===== config.mk =====
export PLATFORM = sky130hd
export DESIGN_NAME = infix_to_postfix_converter
export DESIGN_NICKNAME = d
export VERILOG_FILES = /design/src/rtl/itp_pkg.sv /design/src/rtl/itp_stack.sv /design/src/rtl/infix_to_postfix_converter.sv
export SDC_FILE = /design/constraint.sdc
export NUM_CORES = 1
export LEC_CHECK = 0
export BUFFER_PORTS_ARGS = -buffer_cell sky130_fd_sc_hd__buf_2
export CELL_PAD_IN_SITES_DETAIL_PLACEMENT = 0
export CELL_PAD_IN_SITES_GLOBAL_PLACEMENT = 1
export CORE_ASPECT_RATIO = 1.2
export CORE_MARGIN = 2
export CORE_UTILIZATION = 51
export CTS_BUF_LIST = sky130_fd_sc_hd__clkbuf_16
export CTS_CLUSTER_DIAMETER = 200
export DETAILED_ROUTE_END_ITERATION = 7
export PLACE_DENSITY = 0.81
export SLEW_MARGIN = 20
export SYNTH_ARGS = -nofsm -noshare
export SYNTH_HDL_FRONTEND = slang
export SYNTH_HIERARCHICAL = 1
export SYNTH_SLANG_ARGS = --single-unit

===== constraint.sdc =====
create_clock -name clk -period 4 [get_ports clk]
set_clock_uncertainty 0.15 [all_clocks]
set_input_delay 0.2 -clock clk [delete_from_list [all_inputs] [get_ports clk]]
set_output_delay 0.2 -clock clk [all_outputs]
set_load 0.02 [all_outputs]

===== src/rtl/itp_pkg.sv =====
`default_nettype none

package itp_pkg;

  // Stack geometry
  localparam int STACK_DEPTH = 32;
  localparam int CNT_W       = $clog2(STACK_DEPTH + 1);
  localparam int ADDR_W      = $clog2(STACK_DEPTH);
  localparam int BYTE_W      = 8;

  typedef logic [BYTE_W-1:0] byte_t;
  typedef logic [CNT_W-1:0]  cnt_t;

  // Operator codes as kept on the stack
  typedef enum logic [2:0] {
    CODE_NONE  = 3'd0,
    CODE_LPAR  = 3'd1,
    CODE_PLUS  = 3'd2,
    CODE_MINUS = 3'd3,
    CODE_MUL   = 3'd4,
    CODE_DIV   = 3'd5,
    CODE_POW   = 3'd6
  } op_code_t;

  // Expression characters
  localparam byte_t CHAR_NUL   = 8'h00;
  localparam byte_t CHAR_SPACE = 8'h20;
  localparam byte_t CHAR_LPAR  = 8'h28;
  localparam byte_t CHAR_RPAR  = 8'h29;
  localparam byte_t CHAR_MUL   = 8'h2A;
  localparam byte_t CHAR_PLUS  = 8'h2B;
  localparam byte_t CHAR_MINUS = 8'h2D;
  localparam byte_t CHAR_DIV   = 8'h2F;
  localparam byte_t CHAR_POW   = 8'h5E;

  // Stack request from the sequencer
  typedef struct packed {
    logic     push;
    logic     pop;
    op_code_t code;
  } stk_ctrl_t;

  // Stack status back to the sequencer
  typedef struct packed {
    cnt_t     count;
    op_code_t top;
  } stk_stat_t;

  function automatic op_code_t op_code(input byte_t c);
    case (c)
      CHAR_PLUS:  return CODE_PLUS;
      CHAR_MINUS: return CODE_MINUS;
      CHAR_MUL:   return CODE_MUL;
      CHAR_DIV:   return CODE_DIV;
      CHAR_POW:   return CODE_POW;
      default:    return CODE_NONE;
    endcase
  endfunction

  function automatic byte_t code_char(input op_code_t c);
    case (c)
      CODE_LPAR:  return CHAR_LPAR;
      CODE_PLUS:  return CHAR_PLUS;
      CODE_MINUS: return CHAR_MINUS;
      CODE_MUL:   return CHAR_MUL;
      CODE_DIV:   return CHAR_DIV;
      CODE_POW:   return CHAR_POW;
      default:    return CHAR_NUL;
    endcase
  endfunction

  function automatic logic [1:0] code_prec(input op_code_t c);
    case (c)
      CODE_PLUS, CODE_MINUS: return 2'd1;
      CODE_MUL, CODE_DIV:    return 2'd2;
      CODE_POW:              return 2'd3;
      default:               return 2'd0;
    endcase
  endfunction

endpackage

`default_nettype wire


===== src/rtl/itp_stack.sv =====
`default_nettype none

module itp_stack (
  input  logic             clk,
  input  logic             rst,
  input  itp_pkg::stk_ctrl_t ctrl,
  output itp_pkg::stk_stat_t stat
);
  import itp_pkg::*;

  op_code_t          mem [STACK_DEPTH];
  cnt_t              count;
  op_code_t          top;
  logic [ADDR_W-1:0] wr_addr;
  logic [ADDR_W-1:0] rd_addr;

  // Write above the top, read the top entry
  assign wr_addr = count[ADDR_W-1:0];
  assign rd_addr = (count == '0) ? '0 : ADDR_W'(count - 1'b1);

  // Track the fill level
  always_ff @(posedge clk) begin
    if (rst) begin
      count <= '0;
    end else if (ctrl.push && !ctrl.pop) begin
      count <= count + 1'b1;
    end else if (ctrl.pop && !ctrl.push) begin
      count <= count - 1'b1;
    end
  end

  // Write on push, register the top entry every cycle
  always_ff @(posedge clk) begin
    if (ctrl.push) begin
      mem[wr_addr] <= ctrl.code;
    end
    top <= mem[rd_addr];
  end

  assign stat = '{count: count, top: top};

endmodule

`default_nettype wire


===== src/rtl/infix_to_postfix_converter.sv =====
// Infix to postfix converter (shunting-yard).
// Input stream: one expression byte per request in s_tdata, s_tlast set on
// the final byte of an expression. Output stream: postfix bytes in m_tdata,
// m_tlast on the last result caused by an input byte, m_tuser flags for the
// expression terminator (a zero byte) and a sticky stack-overflow mark.
// Each input byte runs through a small sequencer that drives one operator
// stack; s_tready is high only while the sequencer waits for a byte.
// Steps per byte: decode (which pushes a '(' or an operator onto an empty
// stack and passes an operand on); then per stack entry a top read and a
// compare that pops it or, for an operator, stops the pops; a push step for
// an operator on a non-empty stack; end; for an end-of-expression the same
// read and compare per entry to flush the stack and a terminator; finish.
// An operand's result enters the hold stage at decode.
// A one-entry hold stage keeps the latest result until the sequencer knows
// whether it is the last of the run; the output register then waits for
// m_tready. While the receiver stalls the sequencer stops at its next result.
// Reset empties the stack and the output stage and clears the overflow mark.
// A push onto a full stack is dropped and raises the overflow mark up to
// and including the terminator of that expression.
`default_nettype none

module infix_to_postfix_converter (
  input  logic                 clk,
  input  logic                 rst,
  // s_tdata: [7:0] character
  input  logic                 s_tvalid,
  output logic                 s_tready,
  input  itp_pkg::byte_t       s_tdata,
  input  logic                 s_tlast,
  // m_tdata: [7:0] symbol
  output logic                 m_tvalid,
  input  logic                 m_tready,
  output itp_pkg::byte_t       m_tdata,
  output logic                 m_tlast,
  // m_tuser: [0] expression_done, [1] stack_overflow
  output logic [1:0]           m_tuser
);
  import itp_pkg::*;

  localparam int TUSER_DONE = 0;
  localparam int TUSER_OVF  = 1;

  typedef enum logic [2:0] {
    S_IDLE,
    S_DECODE,
    S_READ,
    S_CHECK,
    S_PUSH,
    S_END,
    S_TERM,
    S_FINISH
  } state_t;

  typedef enum logic [1:0] {
    M_RPAR,
    M_OP,
    M_FLUSH
  } mode_t;

  state_t    state;
  mode_t     mode;
  byte_t     ch;
  logic      eoe;
  op_code_t  oc;
  logic      ovf;
  logic      pend_valid;
  byte_t     pend_sym;
  logic      pend_done;
  logic      pend_ovf;

  stk_ctrl_t stk_ctrl;
  stk_stat_t stk_stat;

  logic      out_free;
  logic      out_load;
  logic      can_emit;
  logic      full;
  logic      is_blank;
  logic      is_lpar;
  logic      is_rpar;
  logic      is_op;
  logic      top_pops;
  logic      want_push;
  logic      want_pop;
  logic      emit_req;
  byte_t     emit_sym;
  logic      emit_done;
  logic      emit_fire;
  logic      last_pop;

  itp_stack u_stack (
    .clk  (clk),
    .rst  (rst),
    .ctrl (stk_ctrl),
    .stat (stk_stat)
  );

  // Classify the held byte and the stack top
  assign out_free = !m_tvalid || m_tready;
  assign can_emit = !pend_valid || out_free;
  assign full     = stk_stat.count >= cnt_t'(STACK_DEPTH);
  assign is_blank = (ch == CHAR_SPACE) || (ch == CHAR_NUL);
  assign is_lpar  = ch == CHAR_LPAR;
  assign is_rpar  = ch == CHAR_RPAR;
  assign is_op    = oc != CODE_NONE;
  assign top_pops = (stk_stat.top != CODE_LPAR) &&
                    (code_prec(stk_stat.top) >= code_prec(oc));
  assign last_pop = stk_stat.count == cnt_t'(1);
  assign s_tready = state == S_IDLE;

  // Decide this cycle's stack action and result
  always_comb begin
    want_push = 1'b0;
    want_pop  = 1'b0;
    emit_req  = 1'b0;
    emit_sym  = ch;
    emit_done = 1'b0;
    case (state)
      S_DECODE: begin
        if (is_blank) begin
          want_push = 1'b0;
        end else if (is_lpar) begin
          want_push = 1'b1;
        end else if (is_op) begin
          want_push = stk_stat.count == '0;
        end else if (!is_rpar) begin
          emit_req = 1'b1;
        end
      end
      S_CHECK: begin
        case (mode)
          M_RPAR: begin
            want_pop = 1'b1;
            emit_req = stk_stat.top != CODE_LPAR;
          end
          M_OP: begin
            want_pop = top_pops;
            emit_req = top_pops;
          end
          default: begin
            want_pop = 1'b1;
            emit_req = 1'b1;
          end
        endcase
        emit_sym = code_char(stk_stat.top);
      end
      S_PUSH: begin
        want_push = 1'b1;
      end
      S_TERM: begin
        emit_req  = 1'b1;
        emit_sym  = CHAR_NUL;
        emit_done = 1'b1;
      end
      default: begin
        want_push = 1'b0;
      end
    endcase
  end

  assign emit_fire = emit_req && can_emit;
  assign out_load  = pend_valid && out_free && (emit_req || state == S_FINISH);
  assign stk_ctrl  = '{push: want_push && !full,
                       pop:  want_pop && (!emit_req || can_emit),
                       code: is_lpar ? CODE_LPAR : oc};

  // Sequence one byte, hold the latest result, drive the output register
  always_ff @(posedge clk) begin
    if (rst) begin
      state      <= S_IDLE;
      ovf        <= 1'b0;
      pend_valid <= 1'b0;
      m_tvalid   <= 1'b0;
    end else begin
      // Load the output register, or drop a result once it is taken
      if (out_load) begin
        m_tvalid <= 1'b1;
      end else if (m_tready) begin
        m_tvalid <= 1'b0;
      end

      // Move the held result out, not last, when a new one arrives
      if (emit_fire) begin
        if (pend_valid) begin
          m_tdata             <= pend_sym;
          m_tlast             <= 1'b0;
          m_tuser[TUSER_DONE] <= pend_done;
          m_tuser[TUSER_OVF]  <= pend_ovf;
        end
        pend_valid <= 1'b1;
        pend_sym   <= emit_sym;
        pend_done  <= emit_done;
        pend_ovf   <= ovf;
      end

      // Mark a dropped push
      if (want_push && full) begin
        ovf <= 1'b1;
      end

      case (state)
        S_IDLE: begin
          if (s_tvalid) begin
            ch    <= s_tdata;
            eoe   <= s_tlast;
            oc    <= op_code(s_tdata);
            state <= S_DECODE;
          end
        end
        S_DECODE: begin
          if ((is_rpar || is_op) && stk_stat.count != '0) begin
            mode  <= is_rpar ? M_RPAR : M_OP;
            state <= S_READ;
          end else begin
            state <= S_END;
          end
        end
        S_READ: begin
          state <= S_CHECK;
        end
        S_CHECK: begin
          case (mode)
            M_RPAR: begin
              if (stk_stat.top == CODE_LPAR) begin
                state <= S_END;
              end else if (can_emit) begin
                state <= last_pop ? S_END : S_READ;
              end
            end
            M_OP: begin
              if (!top_pops) begin
                state <= S_PUSH;
              end else if (can_emit) begin
                state <= last_pop ? S_PUSH : S_READ;
              end
            end
            default: begin
              if (can_emit) begin
                state <= last_pop ? S_TERM : S_READ;
              end
            end
          endcase
        end
        S_PUSH: begin
          state <= S_END;
        end
        S_END: begin
          if (!eoe) begin
            state <= S_FINISH;
          end else if (stk_stat.count != '0) begin
            mode  <= M_FLUSH;
            state <= S_READ;
          end else begin
            state <= S_TERM;
          end
        end
        S_TERM: begin
          if (can_emit) begin
            state <= S_FINISH;
          end
        end
        S_FINISH: begin
          // Release the held result as the last of the run
          if (!pend_valid || out_free) begin
            if (pend_valid) begin
              m_tdata             <= pend_sym;
              m_tlast             <= 1'b1;
              m_tuser[TUSER_DONE] <= pend_done;
              m_tuser[TUSER_OVF]  <= pend_ovf;
              pend_valid          <= 1'b0;
            end
            if (eoe) begin
              ovf <= 1'b0;
            end
            state <= S_IDLE;
          end
        end
        default: begin
          state <= S_IDLE;
        end
      endcase
    end
  end

`ifndef SYNTHESIS
  a_count_bound: assert property (@(posedge clk) disable iff (rst)
    stk_stat.count <= cnt_t'(STACK_DEPTH))
    else $error("operator stack count beyond depth");

  a_pop_nonempty: assert property (@(posedge clk) disable iff (rst)
    stk_ctrl.pop |-> stk_stat.count != '0)
    else $error("pop from an empty operator stack");

  a_done_is_last: assert property (@(posedge clk) disable iff (rst)
    m_tvalid && m_tuser[TUSER_DONE] |-> m_tlast && m_tdata == CHAR_NUL)
    else $error("terminator not marked last of run");

  a_idle_no_pending: assert property (@(posedge clk) disable iff (rst)
    state == S_IDLE |-> !pend_valid)
    else $error("held result left over at byte accept");
`endif

endmodule

`default_nettype wire


======== Yosys cells after proc, flatten, opt, wreduce, memory -nomap -nowiden ========
Memory sizes are Yosys's and may differ from the RTL's. A register that Yosys moved wholly into a read port is not among the register bits.
Cells that the tools add are included.
Widths: inputs -> output; s select.
word-level totals
  register bits ........................... 47
  bits in writable memories ............... 96
  input port bits ......................... 13
  memories ................................ 1
memories
  name         depth  bits a word  rd ports  clocked after memory_dff  wr ports  RTL line         text
  u_stack.mem  32     3            1         1                         1         itp_stack.sv:11  op_code_t mem [STACK_DEPTH];
operators by class
  add/sub/neg operators ................... 2
  order comparisons ....................... 2
  equal/unequal tests ..................... 38
  multiplexer cells ....................... 70
  bitwise logic cells ..................... 1
  reduce and logical (&&, ||, !) cells .... 39
operators with widths
  cell                 count
  $eq 8x6->1 const B   7
  $mux 3               15
  $pmux 7 s6           1
  $mux 8               5
  $eq 3x3->1 const B   10
  $mux 1               28
  $pmux 3 s8           1
  $eq 3x2->1 const B   6
  $mux 2               8
  $pmux 8 s2           1
  $pmux 3 s5           1
  $mux 6               2
  $ne 2x2->1 const B   6
  $ne 4x4->1 const B   3
  $pmux 2 s3           2
  $logic_and 1x1->1    10
  $eq 8x7->1 const B   1
  $logic_not 8->1      1
  $reduce_or 2->1      4
  $add 6x1->6 const B  1
  $eq 3x1->1 const B   2
  $eq 6x1->1 const B   1
  $ge 6x6->1 const B   1
  $logic_not 1->1      6
  21 further kinds     29

======== Longest topological paths before layout ========
Gate-level depths: netlist of the first run.
  word-level depth ........................ 13
  gate-level depth with buffers ........... 18

======== Hierarchy ========
Netlist of the first run, hierarchy kept.
modules (own cells, without submodules)
  module                      instances  cells an instance  area each (µm²)  seq. area each (µm²)
  itp_stack                   1          369                4749.6           3062.9
  infix_to_postfix_converter  1          217                2232.1           1171.1

======== Worst setup path after synthesis of the first run ========
No wires, ideal clock.
  path kind ............................... reg2reg
  start ................................... register u_stack.top[1] (read register of u_stack.mem)
  end ..................................... register u_stack.count[5]
  setup time .............................. 114 ps
  arrival time ............................ 3269 ps
  path slack .............................. 467 ps
  stages on the path, launching flop included .. 18
  path buffers ............................ 3
  path through ............................ dfxtp_1 clkbuf_1 nand2_1 and2_1 ha_1 a211oi_1 nor3_1 or2_1 buf_2 a21oi_1 inv_1 ha_1 clkbuf_1 or4_1 a21oi_1 o21ai_1 xor2_1 nor2_1
RTL lines
  what                  RTL line         text
  from (decl)           itp_stack.sv:13  op_code_t top;
  to (signal assigned)  itp_stack.sv:26  count <= count + 1'b1;
  to (signal assigned)  itp_stack.sv:28  count <= count - 1'b1;
  to (decl)             itp_stack.sv:12  cnt_t count;

==> results of run 1 <==
## cell usage in the layout (no fill, tap or decap), drive strengths merged, types with 6 or more instances in the layout
| cell type | Yosys | layout |
|---|---|---|
| mux2 | 14 | 14 |
| o22a | 6 | 6 |
| a22oi | 10 | 10 |
| ha | 8 | 8 |
| mux2i | 19 | 19 |
| nand2 | 45 | 45 |
| o21ai | 40 | 40 |
| nor2 | 86 | 86 |
| nand3 | 12 | 12 |
| inv | 8 | 14 |
| and2 | 6 | 6 |
| dfxtp | 15 | 15 |
| clkbuf | 13 | 17 |
| edfxtp | 131 | 131 |
| a221oi | 8 | 8 |
| a311oi | 6 | 6 |
| nor3 | 15 | 15 |
| buf | 18 | 37 |
| nor2b | 10 | 10 |
| nand2b | 10 | 10 |
| dlygate4sd3 | 0 | 11 |
| a21oi | 25 | 25 |
## worst paths after layout
path	depth (start not counted)	slack (ps)	endpoint	startpoint
max	8	320	u_stack/mem[18][1]$_DFFE_PP_	u_stack/count[4]$_SDFFE_PP0P_
min	3	120	state[0]$_SDFFE_PP0P_	s_tvalid
max reg2reg	8	320	u_stack/mem[18][1]$_DFFE_PP_	u_stack/count[4]$_SDFFE_PP0P_
min reg2reg	0	290	pend_ovf$_DFFE_PP_	ovf$_SDFF_PP0_
## cell families after synthesis
kind of cell             after synthesis  share of synthesized area (%)
AO/OA/AOI/OAI                        137                           13.4
XOR/XNOR                               7                          0.878
adder cells (fa/ha/maj)                8                           1.43
buffers and inverters                 40                           3.19
flip-flops                           146                           60.6
multiplexers                          33                           5.09
AND/OR/NAND/NOR                      215                           15.3
## power by group
group | internal (mW) | switching (mW)
logic | 1.29 | 2.00
clock network | 0.911 | 0.603
registers | 1.85 | 0.158
## per-layer routing
layer	share of wire, %	up-vias
met5	0	-
li1	-	2297
met2	52	147
met1	41	2403
met3	3.7	37
met4	3.4	0
## metrics by stage
| step | area [um^2] | utilization [%] |
|---|---|---|
| floorplan | 6980 | - |
| global placement | 7220 | 54.3 |
| detailed placement | 7220 | 54.3 |
| CTS | 7900 | 59.4 |
| global route | 7900 | 59.4 |
| finish | 7900 | 59.4 |
## cell type report
type,count,area share [%]
Clock inverter,15,1.79
Multi-Input combinational cell,400,32.1
Tap cell,168,2.66
Timing Repair Buffer,48,4.12
Inverter,8,0.380
Sequential cell,146,53.6
Clock buffer,17,5.38
## critical path, stage by stage, from the launching register on
cell                       delay, ps
sky130_fd_sc_hd__dfxtp_1         450
sky130_fd_sc_hd__or4_4           540
sky130_fd_sc_hd__nor3_1          390
sky130_fd_sc_hd__a21oi_1         130
sky130_fd_sc_hd__a211oi_1        380
sky130_fd_sc_hd__a21oi_1         110
sky130_fd_sc_hd__nor2_1          300
sky130_fd_sc_hd__nand2_1         470
sky130_fd_sc_hd__nor2_1          410
## synthesized netlist by cell type (all sizes together), types with 3 or more instances
cell     count  area share [%]
ha           8             1.4
or4          4            0.54
a2bb2oi      4            0.50
edfxtp     131              56
a21o         3            0.32
o22ai        3            0.27
nor2b       10            0.90
xnor2        3            0.38
a211oi       4            0.43
dfxtp       15             4.3
and2         6            0.54
mux2i       19             2.7
nor4b        4            0.72
a221oi       8             1.0
nand4        5            0.45
nand3       12            0.86
a31oi        4            0.36
nand2b      10            0.93
a22oi       10             1.1
or3          5            0.45
clkbuf      13            0.73
a21oi       25             1.8
o21ai       40             2.9
a311oi       6            0.75
xor2         4            0.50
nor2        86             5.0
nand2       45             2.5
nor4         3            0.36
a22o         3            0.38
o22a         6            0.75
buf         18             1.9
mux2        14             2.4
inv          8            0.43
nor3        15             1.1
a31o         3            0.38
## registers in the layout, indices dropped and copies added (netlist names), named ones only
signal / count
u_stack/top: 3
ovf: 1
pend_valid: 1
state: 3
m_tvalid: 1
eoe: 1
u_stack/mem: 96
pend_ovf: 1
mode: 2
oc: 3
pend_sym: 8
ch: 8
u_stack/count: 6
pend_done: 1
## repair_timing
item | in CTS | in global routing
gates resized for setup | 0 | 1
endpoints found under the hold margin | 15 | 0
endpoints found under the setup margin | 0 | 1
hold buffers | 11 | 0
==> Implementation_results.wiki, run 1 <==
{| class="wikitable"
! Metric !! Value
|-
| Number of global-route vias before repair || roughly 4800
|-
| Gr usage total || 22.2%
|-
| Die width || 111 um
|-
| DRC Markers || 0
|-
| Number of distinct standard cells referenced by the synthesized netlist || 74
|-
| Top-level I/O count || 26
|-
| Setup WS post-layout || between 300 and 400 ps
|-
| Slew margin rel. || 45.2%
|-
| Total of endpoints with negative setup slack in the final report || 0
|-
| Synthesized area per cell || 11.9 um^2
|-
| CTS tree || done
|-
| Minimum setup slack after placement || 309 ps
|-
| Number of buffers inserted by post-CTS setup repair || 0
|-
| Number of port buffers || 25
|-
| Clock insertion delay at the later pin of the skew report || 420 ps
|-
| Number of antenna violations at the first check in global routing || 0
|-
| CTS Root Buffer Type || sky130_fd_sc_hd__clkbuf_16
|-
| Count of antenna diodes in the layout || 0
|-
| #FFs+latches synth || approximately 150
|-
| Met2 routing resource usage after global routing || 38.9%
|-
| Hold crit path type || input pin to flop
|-
| Actual slew at the worst max-slew pin || between 800 and 900 ps
|-
| Worst slack on hold paths || 123 ps
|-
| Number of nets with antenna violations after routing || 0
|-
| Effective utilization at floorplan || 52.5%
|-
| Core Rows || 46
|-
| Core Region || 13300 um^2
|-
| Crit Path Category || flop to flop
|-
| CTS sink count || 146
|-
| Number of warnings issued by yosys || 6
|-
| # placed instances || 759
|-
| Fillers || 1069
|-
| Final standard cell count with taps included and fillers excluded || approximately 800
|-
| Post-layout minimum cycle time || between 3000 and 4000 ps
|-
| Worst setup SP type || flop
|-
| Status || complete, no violations
|-
| Nature of the critical path endpoint || flop
|-
| Met1 Track Usage GR || between 20 and 30%
|-
| First-pass GRT wire length || 25.1 mm
|-
| Pin count of the biggest net entering global routing || between 50 and 60
|-
| Ratio of final minimum period to clock period || 92.1%
|-
| Worst vdd rail ir drop || 526 uV
|-
| Synthesis-to-layout area growth || 13.2%
|-
| Total of max-cap violations || 0
|-
| Cell area after synthesis || approximately 7000 um^2
|-
| RSZ-0062 raised after global routing || no
|-
| Most used DFF post-synth || sky130_fd_sc_hd__edfxtp_1
|-
| Routed WL per cell || 19.6 um
|-
| Die Y-Extent || 132 um
|-
| Maximum buffer depth of the clock tree || 2
|-
| Synthesized net count || just over 600
|-
| Number of iterations in the first detailed-routing pass || 6
|-
| Pins Over Slew Limit || 0
|-
| Post-Synthesis Cells || between 500 and 600
|-
| WL final || between 15 and 20 mm
|-
| Cell area power density || 862 nW/um^2
|-
| Clock buffers created by TritonCTS || 17
|-
| CTS H-Tree Depth || 4
|-
| Clk slew on worst S/H paths || 60 ps
|-
| Max Fanout on Critical Path || 13
|-
| Critical Path AT || approximately 3600 ps
|-
| Total leakage power || ~2.7 nW
|-
| Via density || 6.09
|-
| Hold Violations, Final || 0
|-
| Vias after detailed routing || 4884
|-
| Final setup TNS || 0 ps
|-
| Max Fclk || 272 MHz
|-
| Busiest metal layer after global routing || met2
|-
| Fin nets || about 640
|-
| Die Footprint || 14600 um^2
|-
| Met3 routing resource usage after global routing || under 10%
|-
| Total global routing overflow || 0
|-
| Register area share after synthesis || 60.6%
|-
| Reg area || ~4200 um^2
|-
| Fraction of layout instances using a drive strength above 1 || between 10% and 20%
|-
| Total power consumption of the routed design || 6.81 mW
|-
| Post-detailed-placement half-perimeter wirelength || 10.6 mm
|-
| Required time of the critical path || 3950 ps
|-
| Number of synthesized flops with an enable pin || roughly 130
|-
| Detailed Route Iter0 Violations || 391
|-
| Async SR Flop Fraction || 0%
|-
| Placer congestion estimate || 0.887
|-
| Area occupied by multi-input gates || 2530 um^2
|}
No activity file was read; power rests on OpenSTA's default activity.
==> run 2: changes to the inputs <==
CORE_UTILIZATION = 35   (was 51)
PLACE_DENSITY = 0.6   (was 0.81)
==> run 2 against run 1 <==
Net effect:
- register-to-register slack improved by 70 ps
- worst hold slack lost 18 ps
- cell area up 2.2%
- wire length is 7.4% higher
- combinational power rose by 3%
==> Implementation_results.wiki, run 2 (synthesis results as in run 1) <==
{| class="wikitable"
! Metric !! Value
|-
| Commonest non-fill, non-tap cells in the layout || 131 x sky130_fd_sc_hd__edfxtp_1, 82 x sky130_fd_sc_hd__nor2_1, 44 x sky130_fd_sc_hd__nand2_1
|-
| Sequential power share || 28.5% (-0.9 points)
|-
| DP Area || 7390 um^2 (+2.3%)
|-
| Clk slew on worst S/H paths || 60 ps (about the same)
|-
| Setup WS post-layout || 393 ps (+74.7 ps)
|-
| Critical register-to-register path startpoint || oc[0]$_DFFE_PP_
|-
| Register-to-register setup slack || 390 ps (+70 ps)
|-
| Clock buffers created by TritonCTS || 17 (unchanged)
|-
| Minimum setup slack after placement || 325 ps (+16.0 ps)
|-
| Max Fclk || 277 MHz (+2.1%)
|-
| Gr usage total || 16.6% (-5.6 points)
|-
| Die Y-Extent || 159 um (+20%)
|-
| CTS H-Tree Depth || 4 (unchanged)
|-
| Worst setup SP type || flop
|-
| Destination of the worst hold path || state[0]$_SDFFE_PP0P_
|-
| Pin count of the biggest net entering global routing || 38 (-31%)
|-
| Reg2reg path depth || 14 (+6)
|-
| Startpoint of the lowest-slack hold path || s_tvalid
|-
| Effective utilization at floorplan || 35.7% (-17 points)
|-
| Fin nets || 649 (+1.1%)
|-
| Maximum buffer depth of the clock tree || 2 (unchanged)
|-
| CTS Root Buffer Type || sky130_fd_sc_hd__clkbuf_16
|-
| Met1 Track Usage GR || 19.4% (-6.6 points)
|-
| Status || complete, no violations
|-
| Hold Violations, Final || 0 (unchanged)
|-
| Core Region || 19500 um^2 (+47%)
|-
| Max Fanout on Critical Path || 10 (-3)
|-
| Biggest register || u_stack/mem
|-
| Ratio of final minimum period to clock period || 90.2% (-1.9 points)
|-
| RSZ-0062 raised after global routing || no
|-
| Die width || 133 um (+20%)
|-
| Clock insertion delay at the later pin of the skew report || 430 ps (about the same)
|-
| Crit Path Category || flop to flop
|-
| Die Footprint || 21100 um^2 (+44%)
|-
| First-pass GRT wire length || 26.9 mm (+7.3%)
|-
| Critical Path AT || 3770 ps (+140 ps)
|-
| Number of iterations in the first detailed-routing pass || 5 (-1)
|-
| Routed WL per cell || 18.7 um (-4.5%)
|-
| Busiest metal layer after global routing || met2
|-
| Post-detailed-placement half-perimeter wirelength || 11.6 mm (+9.5%)
|-
| Fraction of layout instances using a drive strength above 1 || 16.7% (+1.9 points)
|-
| Cell area power density || 853 nW/um^2 (-1.0%)
|-
| Post-layout minimum cycle time || 3610 ps (-74.7 ps)
|-
| Vias after detailed routing || 4799 (-1.7%)
|-
| Comb pwr share || 49.1% (+0.8 points)
|-
| Top Registers || u_stack/mem: 96 flops, ch: 8 flops, pend_sym: 8 flops
|-
| Met3 routing resource usage after global routing || 3.03% (-1.1 points)
|-
| Core Rows || 56 (+22%)
|-
| Number of nets with antenna violations after routing || 0 (unchanged)
|-
| Capture point of the worst reg-to-reg path || u_stack/count[5]$_SDFFE_PP0P_
|-
| Number of buffers inserted by post-CTS setup repair || 0 (unchanged)
|-
| WL final || 16.9 mm (+7.4%)
|-
| Final std cell area, no fill || 8070 um^2 (+2.2%)
|-
| Share of power burned in the clock network || 22.4% (+0.2 points)
|-
| Total power consumption of the routed design || 6.89 mW (+1.2%)
|-
| Utilization after layout || 41.3% (-18 points)
|-
| Net switching power || 2.86 mW (+3.6%)
|-
| Top-level I/O count || 26 (unchanged)
|-
| Total leakage power || 2.70 nW (+1.3%)
|-
| Via density || 5.32 (-13%)
|-
| Detailed Route Iter0 Violations || 298 (-24%)
|-
| CTS tree || done
|-
| Placer congestion estimate || 0.809 (-8.8%)
|-
| Required time of the critical path || 4170 ps (+220 ps)
|-
| Number of antenna violations at the first check in global routing || 0 (unchanged)
|-
| Cell-internal power || 4.03 mW (-0.47%)
|-
| Pins Over Slew Limit || 0 (unchanged)
|-
| Flip-flop count of the largest register, all copies and words added || 96 (unchanged)
|-
| Slew margin rel. || 43.9% (-1.3 points)
|-
| Worst Hold Depth || 3 (unchanged)
|-
| Total of endpoints with negative setup slack in the final report || 0 (unchanged)
|-
| Number of port buffers || 25 (unchanged)
|-
| Final setup TNS || 0 ps (unchanged)
|-
| DRC Markers || 0 (unchanged)
|-
| Switching Share || 41.5% (+0.96 points)
|-
| Worst vdd rail ir drop || 433 uV (-18%)
|-
| Count of antenna diodes in the layout || 0 (unchanged)
|-
| Leading cell type in the layout, fill and taps excluded || sky130_fd_sc_hd__edfxtp_1
|-
| Hold crit path type || input pin to flop
|-
| Met2 routing resource usage after global routing || 29.7% (-9.3 points)
|-
| Synthesis-to-layout area growth || 15.6%
|-
| Total of max-cap violations || 0 (unchanged)
|-
| Total global routing overflow || 0 (unchanged)
|-
| CTS sink count || 146 (unchanged)
|-
| Nature of the critical path endpoint || flop
|-
| Number of global-route vias before repair || 5005 (+4.2%)
|-
| Actual slew at the worst max-slew pin || 842 ps (+20.2 ps)
|}
## run 2: power groups by stage
stage	Combinational [mW]	Clock (mW)	Sequential, mW
global route	3.72	1.64	1.99
CTS	3.40	1.57	1.96
floorplan	2.56	0	1.97
detailed placement	3.38	0	1.99
finish	3.38	1.54	1.96
global placement	3.38	0	1.99
## run 2: metrics by stage
stage	hold WS, ps	cells
2_1_floorplan	119	586
3_3_place_gp	232	859
3_5_place_dp	238	859
4_1_cts	102	902
5_1_grt	155	902
6_report	104	902
## run 2: routing by layer
metal  vias to the layer above  wire [um]
met5                         -          0
met4                         0        252
met3                        19        537
met2                        90       8850
met1                      2370       7250
li1                       2320          -
## run 2: layout make-up
type,instances,area [um^2]
Tap cell,261,327
Sequential cell,146,4240
Timing Repair Buffer,55,378
Clock buffer,17,425
Multi-Input combinational cell,400,2530
Inverter,8,30.0
Fill cell,1853,11500
Clock inverter,15,146
## run 2: worst max-delay path by stage
stage | endpoint | from | depth (start not counted) | slack (ps)
after floorplan | u_stack/count[5]$_SDFFE_PP0P_ | u_stack/top[1]$_DFF_P_ | 17 | 470
after global placement | u_stack/count[5]$_SDFFE_PP0P_ | u_stack/top[2]$_DFF_P_ | 15 | 400
after detailed placement | u_stack/count[5]$_SDFFE_PP0P_ | u_stack/top[1]$_DFF_P_ | 14 | 320
after CTS | u_stack/count[5]$_SDFFE_PP0P_ | u_stack/top[1]$_DFF_P_ | 14 | 310
after global routing | u_stack/count[5]$_SDFFE_PP0P_ | oc[0]$_DFFE_PP_ | 14 | 1
final | u_stack/count[5]$_SDFFE_PP0P_ | oc[0]$_DFFE_PP_ | 14 | 390
## run 2: timing repair
action / CTS / global route
gates resized for setup: 0 / 2
endpoints found under the setup margin: 0 / 1
hold buffers: 11 / 0
hold endpoints to repair: 13 / 0
## run 2: critical path, cell delays in order (launching register included)
cell	delay (ps)
sky130_fd_sc_hd__edfxtp_1	420
sky130_fd_sc_hd__a21boi_0	230
sky130_fd_sc_hd__ha_1	260
sky130_fd_sc_hd__nand2b_1	160
sky130_fd_sc_hd__a211oi_1	300
sky130_fd_sc_hd__nor3_1	130
sky130_fd_sc_hd__or2_1	380
sky130_fd_sc_hd__a21oi_1	180
sky130_fd_sc_hd__inv_1	50
sky130_fd_sc_hd__ha_1	310
sky130_fd_sc_hd__or4_1	430
sky130_fd_sc_hd__a21oi_1	210
sky130_fd_sc_hd__o21ai_1	110
sky130_fd_sc_hd__xor2_1	140
sky130_fd_sc_hd__nor2_1	50
